File: src/particle_sensor_frame_parser_macros.svh
// Assertion macros shared by the frame parser RTL.
// Each macro expects a clock named clk and an active-low reset named arst_n in scope.
`ifndef PARTICLE_SENSOR_FRAME_PARSER_MACROS_SVH
`define PARTICLE_SENSOR_FRAME_PARSER_MACROS_SVH

// Consequent must hold in the same cycle as the antecedent.
`define PSFP_ASSERT_SAME(label, ante, cons) \
	label: assert property (@(posedge clk) disable iff (!arst_n) (ante) |-> (cons)) \
		else $error("frame parser assertion failed");

// Consequent must hold in the cycle after the antecedent.
`define PSFP_ASSERT_NEXT(label, ante, cons) \
	label: assert property (@(posedge clk) disable iff (!arst_n) (ante) |=> (cons)) \
		else $error("frame parser assertion failed");

`endif

File: src/psfp_pkg.sv
// Shared types, constants and helper functions for the particle sensor frame parser.
// No dependencies; used by the output skid buffer and the top level.
package psfp_pkg;

	localparam int NUM_READINGS = 12;

	localparam logic [7:0] HEADER_FIRST  = 8'h42;
	localparam logic [7:0] HEADER_SECOND = 8'h4D;
	localparam logic [4:0] POS_LAST      = 5'd31;
	localparam logic [4:0] POS_SUM_END   = 5'd30;
	localparam logic [4:0] POS_FIELD_LO  = 5'd4;
	localparam logic [4:0] POS_FIELD_HI  = 5'd27;

	localparam logic [1:0] STATUS_OK          = 2'd0;
	localparam logic [1:0] STATUS_BAD_HEADER  = 2'd1;
	localparam logic [1:0] STATUS_BAD_SUM     = 2'd2;
	localparam logic [1:0] STATUS_UNSUPPORTED = 2'd3;

	localparam logic CMD_FRAME_BYTE = 1'b0;
	localparam logic CMD_QUERY      = 1'b1;

	typedef logic [15:0] reading_t;

	typedef struct packed {
		logic [1:0] status;
		reading_t   reading;
		logic       is_frame_result;
	} result_t;

	// Frame order carries the standard values first, then atmospheric, then counts.
	function automatic logic [3:0] field_to_channel(input logic [3:0] field);
		logic [3:0] ch;
		if (field < 4'd3) begin
			ch = field + 4'd3;
		end else if (field < 4'd6) begin
			ch = field - 4'd3;
		end else begin
			ch = field;
		end
		return ch;
	endfunction

endpackage

File: src/psfp_skid.sv
// Two-entry output buffer (main register plus skid register) for result items.
// Depends on psfp_pkg for the result_t type.
module psfp_skid import psfp_pkg::*; (
	input  logic    clk,
	input  logic    arst_n,
	input  logic    push,
	input  result_t push_data,
	output logic    full,
	output logic    out_valid,
	output result_t out_data,
	input  logic    out_stall
);

	logic    main_valid_q;
	logic    skid_valid_q;
	result_t main_q;
	result_t skid_q;
	logic    take;

	assign take      = main_valid_q && !out_stall;
	assign out_valid = main_valid_q;
	assign out_data  = main_q;
	// Upstream is held off only once the skid slot is occupied, so this is registered.
	assign full      = skid_valid_q;

	always_ff @(posedge clk or negedge arst_n) begin
		if (!arst_n) begin
			main_valid_q <= 1'b0;
			skid_valid_q <= 1'b0;
		end else begin
			if (skid_valid_q) begin
				if (take) begin
					main_valid_q <= 1'b1;
					skid_valid_q <= 1'b0;
				end
			end else if (push) begin
				if (!main_valid_q || take) begin
					main_valid_q <= 1'b1;
				end else begin
					skid_valid_q <= 1'b1;
				end
			end else if (take) begin
				main_valid_q <= 1'b0;
			end
		end
	end

	always_ff @(posedge clk) begin
		if (skid_valid_q) begin
			if (take) begin
				main_q <= skid_q;
			end
		end else if (push) begin
			if (!main_valid_q || take) begin
				main_q <= push_data;
			end else begin
				skid_q <= push_data;
			end
		end
	end

endmodule

File: src/particle_sensor_frame_parser.sv
// Particle sensor frame parser: one item (frame byte or query) accepted per cycle while
// in_stall is low; each accepted query or last frame byte pushes a registered result
// into the output buffer. The byte add and field capture are combinational, and
// the two-entry output buffer stalls input only when both of its slots are full.
// Reset (arst_n, asynchronous, active low) clears position, sum, pending byte and the
// committed readings, and sets the header flag; the shadow readings are not reset.
`include "particle_sensor_frame_parser_macros.svh"

module particle_sensor_frame_parser import psfp_pkg::*; (
	input  logic        clk,
	input  logic        arst_n,
	input  logic        in_valid,
	output logic        in_stall,
	input  logic        command,
	input  logic [7:0]  frame_byte,
	input  logic        frame_start,
	input  logic [3:0]  channel,
	output logic        out_valid,
	input  logic        out_stall,
	output logic [1:0]  status,
	output logic [15:0] reading,
	output logic        is_frame_result
);

	logic [4:0]  byte_position_q;
	logic [15:0] running_sum_q;
	logic        header_good_q;
	logic [7:0]  pending_high_byte_q;
	reading_t    shadow_q    [NUM_READINGS];
	reading_t    committed_q [NUM_READINGS];

	logic        in_acc;
	logic        frame_acc;
	logic [4:0]  pos;
	logic [15:0] sum_base;
	logic        hdr_base;
	logic        hdr_next;
	logic [15:0] sum_next;
	logic        in_field;
	logic        take_pending;
	logic        write_shadow;
	logic [3:0]  field_idx;
	logic [3:0]  shadow_idx;
	logic [4:0]  field_off;
	logic [15:0] check;
	logic        at_last;
	logic        commit;
	logic        push;
	result_t     res;
	result_t     out_data;

	assign in_acc    = in_valid && !in_stall;
	assign frame_acc = in_acc && (command == CMD_FRAME_BYTE);

	// A start flag restarts position, sum and header check before this byte is used.
	assign pos      = frame_start ? 5'd0 : byte_position_q;
	assign sum_base = frame_start ? 16'd0 : running_sum_q;
	assign hdr_base = frame_start ? 1'b1 : header_good_q;

	always_comb begin
		hdr_next = hdr_base;
		if (pos == 5'd0 && frame_byte != HEADER_FIRST) begin
			hdr_next = 1'b0;
		end
		if (pos == 5'd1 && frame_byte != HEADER_SECOND) begin
			hdr_next = 1'b0;
		end
	end

	assign sum_next     = (pos < POS_SUM_END) ? sum_base + {8'd0, frame_byte} : sum_base;
	assign in_field     = (pos >= POS_FIELD_LO) && (pos <= POS_FIELD_HI);
	assign take_pending = (in_field && !pos[0]) || (pos == POS_SUM_END);
	assign write_shadow = frame_acc && in_field && pos[0];
	assign field_off    = pos - POS_FIELD_LO;
	assign field_idx    = field_off[4:1];
	assign shadow_idx   = field_to_channel(field_idx);
	assign check        = {pending_high_byte_q, frame_byte};
	assign at_last      = (pos == POS_LAST);
	assign commit       = frame_acc && at_last && hdr_base && (check == sum_base);

	always_comb begin
		res = '0;
		if (command == CMD_QUERY) begin
			res.is_frame_result = 1'b0;
			if (channel < 4'(NUM_READINGS)) begin
				res.status  = STATUS_OK;
				res.reading = committed_q[channel];
			end else begin
				res.status  = STATUS_UNSUPPORTED;
				res.reading = '0;
			end
		end else begin
			res.is_frame_result = 1'b1;
			res.reading         = '0;
			if (!hdr_base) begin
				res.status = STATUS_BAD_HEADER;
			end else if (check != sum_base) begin
				res.status = STATUS_BAD_SUM;
			end else begin
				res.status = STATUS_OK;
			end
		end
	end

	assign push = in_acc && ((command == CMD_QUERY) || at_last);

	always_ff @(posedge clk or negedge arst_n) begin
		if (!arst_n) begin
			byte_position_q     <= '0;
			running_sum_q       <= '0;
			header_good_q       <= 1'b1;
			pending_high_byte_q <= '0;
		end else if (frame_acc) begin
			if (take_pending) begin
				pending_high_byte_q <= frame_byte;
			end
			if (at_last) begin
				byte_position_q <= '0;
				running_sum_q   <= '0;
				header_good_q   <= 1'b1;
			end else begin
				byte_position_q <= pos + 5'd1;
				running_sum_q   <= sum_next;
				header_good_q   <= hdr_next;
			end
		end
	end

	always_ff @(posedge clk) begin
		if (write_shadow) begin
			shadow_q[shadow_idx] <= {pending_high_byte_q, frame_byte};
		end
	end

	always_ff @(posedge clk or negedge arst_n) begin
		if (!arst_n) begin
			for (int i = 0; i < NUM_READINGS; i++) begin
				committed_q[i] <= '0;
			end
		end else if (commit) begin
			for (int i = 0; i < NUM_READINGS; i++) begin
				committed_q[i] <= shadow_q[i];
			end
		end
	end

	psfp_skid u_skid (
		.clk       (clk),
		.arst_n    (arst_n),
		.push      (push),
		.push_data (res),
		.full      (in_stall),
		.out_valid (out_valid),
		.out_data  (out_data),
		.out_stall (out_stall)
	);

	assign status          = out_data.status;
	assign reading         = out_data.reading;
	assign is_frame_result = out_data.is_frame_result;

	`PSFP_ASSERT_SAME(a_stall_needs_result, in_stall, out_valid)
	`PSFP_ASSERT_SAME(a_frame_reading_zero, out_valid && is_frame_result, reading == 16'd0)
	`PSFP_ASSERT_SAME(a_frame_not_unsup, out_valid && is_frame_result,
		status != STATUS_UNSUPPORTED)
	`PSFP_ASSERT_NEXT(a_wrap_after_last, frame_acc && at_last,
		byte_position_q == 5'd0 && running_sum_q == 16'd0 && header_good_q)

endmodule
File: config.mk
export PLATFORM = sky130hd
export DESIGN_NAME = particle_sensor_frame_parser
export DESIGN_NICKNAME = d
export VERILOG_FILES = /design/src/psfp_pkg.sv /design/src/psfp_skid.sv /design/src/particle_sensor_frame_parser.sv
export VERILOG_INCLUDE_DIRS = /design/src /design/src/src
export SDC_FILE = /design/constraint.sdc
export NUM_CORES = 1
export LEC_CHECK = 0
export ABC_CLOCK_PERIOD_IN_PS = 4400
export BUFFER_PORTS_ARGS = -buffer_cell sky130_fd_sc_hd__buf_2
export CORE_MARGIN = 2
export CORE_UTILIZATION = 33
export CTS_BUF_LIST = sky130_fd_sc_hd__clkbuf_8
export DETAILED_ROUTE_END_ITERATION = 16
export HOLD_SLACK_MARGIN = 0.03
export PLACE_DENSITY_LB_ADDON = 0.25
export RECOVER_POWER = 25
export SLEW_MARGIN = 30
export SYNTH_ARGS = -nofsm -noshare
export SYNTH_HDL_FRONTEND = slang
export SYNTH_SLANG_ARGS = --single-unit
File: constraint.sdc
create_clock -name clk -period 4.4 [get_ports clk]
set_input_delay 0.22 -clock clk [delete_from_list [all_inputs] [get_ports clk]]
set_output_delay 0.22 -clock clk [all_outputs]
set_load 0.02 [all_outputs]
==> results of run 1 <==
==> critical path: stages <==
cell and delay [ps]:
dlygate4sd3_1 520, clkbuf_1 750, ha_1 440, nor4_1 450
o2111ai_1 240, nor4_2 310, and4b_4 610, buf_12 330
mux2_1 370
==> path summary, 6_finish.rpt <==
kind | startpoint | to | slack, ps | cells past startpoint
max in group asynchronous | arst_n | running_sum_q[14] | 1610 | 4
setup / recovery | frame_byte[7] | committed_q[28] | 620 | 9
setup reg to reg | running_sum_q[6] | committed_q[28] | 940 | 8
hold reg to reg | shadow_q[9][3] | committed_q[35] | 440 | 1
hold / removal | channel[3] | u_skid.skid_q[14] | 330 | 3
min in group asynchronous | arst_n | committed_q[102] | 1020 | 2
==> cell usage in the layout (no fill, tap or decap), drive strengths merged, types with 4 or more instances in the layout <==
cell and instances:
a31oi 8, o31ai 21, nor2b 12, o21ai 29, ha 12, nand2 73
dlygate4sd3 9, nand3 9, mux2 214, edfxtp 230, dfrtp 223, inv 53
clkbuf 103, or3 5, nor4 7, buf 60, o22ai 4, nand4 4
nor3 8, clkinv 19, mux2i 17, mux4 48, o211ai 7, or4 5
a21oi 30, xor2 5, xnor2 6, nand2b 8, nor2 55
==> sequential cells by signal (all words and copies together) (netlist names) <==
register             cells
byte_position_q          5
u_skid.skid_q           19
u_skid.out_valid         1
u_skid.full              1
committed_q            192
pending_high_byte_q      8
header_good_q            1
running_sum_q           16
shadow_q               192
u_skid.out_data         19
==> routing by layer <==
layer / vias up / wire length (um) / GRT usage [%]
met2: 198 / 20200 / 23.6
met3: 76 / 1570 / 2.73
li1: 4667 / - / -
met5: - / 0 / 0
met1: 5331 / 19900 / 20.5
met4: 0 / 847 / 4.46
==> synthesized netlist by cell type (all sizes together), types with 12 or more instances <==
library cell	instances	area share [%]
clkbuf	29	0.58
o21ai	29	0.77
mux2	214	13
ha	12	0.80
inv	17	0.34
nand2	73	1.5
a21oi	30	0.80
o31ai	21	0.83
mux2i	17	0.90
nor2b	12	0.40
dfrtp	223	30
nor2	55	1.1
edfxtp	230	37
mux4	48	5.7
buf	42	1.9
==> timing repair <==
| item | CTS | global route |
|---|---|---|
| hold buffers | 9 | 0 |
| endpoints found under the hold margin | 162 | 0 |
| resized for setup | 0 | 0 |
==> final cells by class <==
cell class,count,area [um^2],area share [%]
clock buffers,93,1280,5.91
repair buffers,79,593,2.74
well taps,756,946,4.37
flip-flops and latches,454,12500,57.8
diodes,1,2.50,0.0116
inverters,17,63.8,0.295
clock inverters,58,373,1.72
multi-input cells,643,5880,27.1
==> power groups by stage <==
stage	Clock (mW)	Sequential (mW)	Combinational (mW)
after CTS	4.06	5.17	1.16
after global placement	0	5.24	1.13
final	3.94	5.17	1.16
after floorplan	0	5.11	0.842
after global routing	4.25	5.22	1.30
after detailed placement	0	5.25	1.15
==> kinds of logic after synthesis <==
logic type                 count (synthesis)
muxes                                    279
AOI/OAI and AO/OA                        132
and+or+nand+nor                          205
DFF                                      454
xor gates and xnor gates                  11
buffers and inverters                     89
adders and majority gates                 16
==> results_dict.tcl, run 1 <==
set metrics [dict create \
    hp-class "primary input to register" \
    die_w_um 243 \
    rows 87 \
    fin_hold_ws_ps 325 \
    fin_crit_ps 3780 \
    synth.distinct_cells 71 \
    drtPass1Iterations 5 \
    drtAntennaViolNets 0 \
    post-route-period-util_pct 85.9 \
    cp_data_required_time_ps 4910 \
    setup.worst_path.end_class "register" \
    clock_path_buffers 3 \
    wire_per_inst_um 20.3 \
    worstPathArrival_ps 4300 \
    start_kind "primary input" \
    insertion_delay_ps 660 \
    cts.sinks 454 \
    globalplace.congestion 0.786 \
    ys_async_sr_fraction_pct 49.3 \
    synth.yosys.warnings 0 \
    power_frac_comb_pct 11.3 \
    fin_tns_setup_ps 0 \
    final_core_util_pct 38.3 \
    clock.fmax_mhz 265 \
    cellLeakagePower_nw 9.13 \
    grt_start_max_net_pins 105 \
    fill_cells 5309 \
    synth_xor_area_share_pct 0.510 \
    switchingPower_mw 2.89 \
    overflow 0 \
    ir_drop_uv 216 \
    ys_seq_elements 454 \
    synth_top_family_by_area "multiplexers" \
    setup_viol 0 \
    grt_use_total_pct 14.8 \
    synth_nets 1217 \
    rsz0062_at_grt "no" \
    final_nets 1307 \
    placed_cells 1939 \
    vias 10300 \
    power.density_nw_per_um2 474 \
    finClkSkew_ps 38.6 \
    core_area_um2 56500 \
    cts_tree "yes" \
    ios 39 \
    portBuffers 38 \
    path_clk_slew_ps 60 \
    grt_pass1_wl_mm 66.5 \
    clock_power_share_pct 38.4 \
    drive_above_1_share_pct 20.7 \
    synthMuxAreaShare_pct 19.4 \
    numCtsBuffers 81 \
    slew_viol_final 39 \
    postSynthAreaPerCell_um2 15.9 \
    dpl-instance-area_um2 19900 \
    status "complete, but fails checks" \
    post-place-ws_ps 656 \
    power_mw 10.3 \
    synth-adder-area-share_pct 1.07 \
    netlist_area_um2 18900 \
    yosysSeqAreaShare_pct 66.3 \
    htreeDepth 3 \
    finalHoldViolCount 0 \
    cp_max_fo 50 \
    switching_share_pct 28.1 \
    die-height_um 243 \
    routed_wl_mm 42.6 \
    synth-main-ff-cell "edfxtp_1" \
    postLayoutCellArea_um2 21600 \
    drv_cap 1 \
    cts_root_buf "clkbuf_8" \
    drt_iter0_drc 640 \
    slew_headroom_pct -81.8 \
    internal_power_mw 7.38 \
    antenna_found_initial 3 \
    p_seq_share_pct 50.4 \
    hpwlAfterDp_mm 25.2 \
    initial_core_util_pct 33.4 \
    dieArea_um2 59200 \
    worst_pin_slew_ps 2730 \
    vias_per_cell 4.89 \
    criticalPathCategory "primary input to register" \
    fin_ws_ps 620 \
    synth_edf_count 230 \
    synth_compound_area_share_pct 4.62 \
    area_growth_pct 14.6 \
    fin_cells 2101 \
    syn_inst 1186 \
    synth-simple-area-share_pct 5.28 \
    drc_errors 0 \
    grt_pass1_vias 10800 \
    failed_checks "max-capacitance violations, max-slew violations" \
    post_cts_buffers 0 \
]
Power figures use the tool's default switching activity.
==> run 2: changes to the inputs <==
REMOVE_ABC_BUFFERS = 1   (was default)
==> run 2 against run 1 <==
The run still ends with max-capacitance violations, max-slew violations left. Cell count down 0.19%. Cell area down 0.34%. Critical endpoint is now committed_q[14]. Combinational power up 7%. Clock power down 7.4%. Highest routed layer unchanged. Critical path depth up 1.
==> results_dict.tcl, run 2 (synthesis gave the netlist of run 1 again) <==
set metrics [dict create \
    die_w_um 243 \
    grt_use_total_pct 15.4 \
    grt_start_max_net_pins 88 \
    hpwlAfterDp_mm 26.2 \
    final_nets 1309 \
    final_common_cell "edfxtp_1" \
    rsz0062_at_grt "no" \
    slowest_delay_ps 660 \
    portBuffers 38 \
    htreeDepth 3 \
    finalHoldViolCount 0 \
    vias 10400 \
    core_area_um2 56500 \
    drc_errors 0 \
    finClkSkew_ps 25.7 \
    power_mw 10.1 \
    slew_viol_final 87 \
    drv_cap 1 \
    antennaDiodeCount 0 \
    fin_cells 2097 \
    worstPathArrival_ps 3940 \
    insertion_delay_ps 640 \
    slew_headroom_pct -64.5 \
    die-height_um 243 \
    ir_drop_uv 381 \
    hp-class "primary input to register" \
    rows 87 \
    start_kind "primary input" \
    failed_checks "max-capacitance violations, max-slew violations" \
    wire_per_inst_um 21.2 \
    dieArea_um2 59200 \
    fin_tns_setup_ps 0 \
    cp_max_fo 47 \
    path_clk_slew_ps 60 \
    criticalPathCategory "primary input to register" \
    numCtsBuffers 78 \
    ios 39 \
    cellLeakagePower_nw 9.07 \
    worst_pin_slew_ps 2470 \
    antenna_found_initial 4 \
    drt_iter0_drc 615 \
    drtAntennaViolNets 0 \
    globalplace.congestion 0.832 \
    drive_above_1_share_pct 20.9 \
    status "complete, but fails checks" \
    post-route-period-util_pct 78.0 \
    setup.worst_path.end_class "register" \
    vias_per_cell 4.94 \
    clock.fmax_mhz 291 \
    post_cts_buffers 0 \
    worst-path-buf-inv 3 \
    initial_core_util_pct 33.4 \
    crit_family "simple AND/OR/NAND/NOR gates" \
    cp_data_required_time_ps 4910 \
    area_growth_pct 14.2 \
    setup_viol 0 \
    final_cell_mix "230 x edfxtp_1, 222 x dfrtp_1, 180 x mux2_1" \
    cts_tree "yes" \
    crit_chain "dlygate4sd3_1 > clkbuf_1 > nor4bb_1 > a31oi_1 > o21ai_1 > nand3_1 > nor4_2 > and4b_4 > buf_12 > mux2_1" \
    clock_path_buffers 3 \
    power.density_nw_per_um2 467 \
    drtPass1Iterations 4 \
    overflow 0 \
    fin_crit_ps 3430 \
    grt_pass1_vias 10800 \
    cts.sinks 454 \
    cts_root_buf "clkbuf_8" \
    routed_wl_mm 44.4 \
    reg.largest.list "committed_q (192), shadow_q (192)" \
    grt_pass1_wl_mm 68.8 \
    crit_slowest_cell "and4b_4" \
    placed_cells 1946 \
]
-- run 2: worst min-delay path: stages --
cell	delay, ps
buf_2	120
o21ai_0	130
nor2_1	60
o22a_1	170
-- run 2: repair_timing --
| item | 4_1_cts | 5_1_grt |
|---|---|---|
| endpoints found under the hold margin | 116 | 0 |
| hold buffers | 7 | 0 |
| gates resized for setup | 0 | 0 |
-- run 2: final cells by class --
class	instances	area, um^2
clock buffers	94	1290
clock inverters	49	215
fillers	5281	34900
inverters	17	63.8
multi-input cells	643	5870
flip-flops and latches	454	12500
well taps	756	946
repair buffers	84	667
-- run 2: final timing paths --
path	from	depth (start not counted)	slack [ps]	end
worst max-delay path	frame_byte[2]	10	970	committed_q[14]
worst min-delay path	in_valid	4	120	u_skid.full
worst max register to register	pending_high_byte_q[3]	8	1000	committed_q[14]
worst min register to register	shadow_q[11][10]	1	450	committed_q[10]
max in group asynchronous	arst_n	3	1960	u_skid.full
min in group asynchronous	arst_n	2	860	committed_q[46]
-- run 2: report_power, final --
group          switching [mW]  internal, mW  total (mW)
clock                    1.71          1.94        3.65
combinational           0.795         0.446        1.24
sequential              0.367          4.80        5.17
-- run 2: through the flow --
step | hold WS, ps | setup slack (ps) | util, % | cell area (um^2)
3_5_place_dp | 308 | 805 | 35.4 | 20000
3_3_place_gp | 306 | 897 | 35.4 | 20000
4_1_cts | 69.1 | 973 | 38.2 | 21600
2_1_floorplan | -75.6 | -2610 | - | 18400
5_1_grt | 116 | 733 | 38.2 | 21600
6_report | 121 | 967 | 38.2 | 21600
-- run 2: routing by layer --
metal	global-route usage [%]	share of wire, %	vias up
met2	23.9	46	208
met5	0	0	-
met4	4.82	2.4	0
met3	3.03	3.8	83
li1	-	-	4663
met1	21.9	48	5407
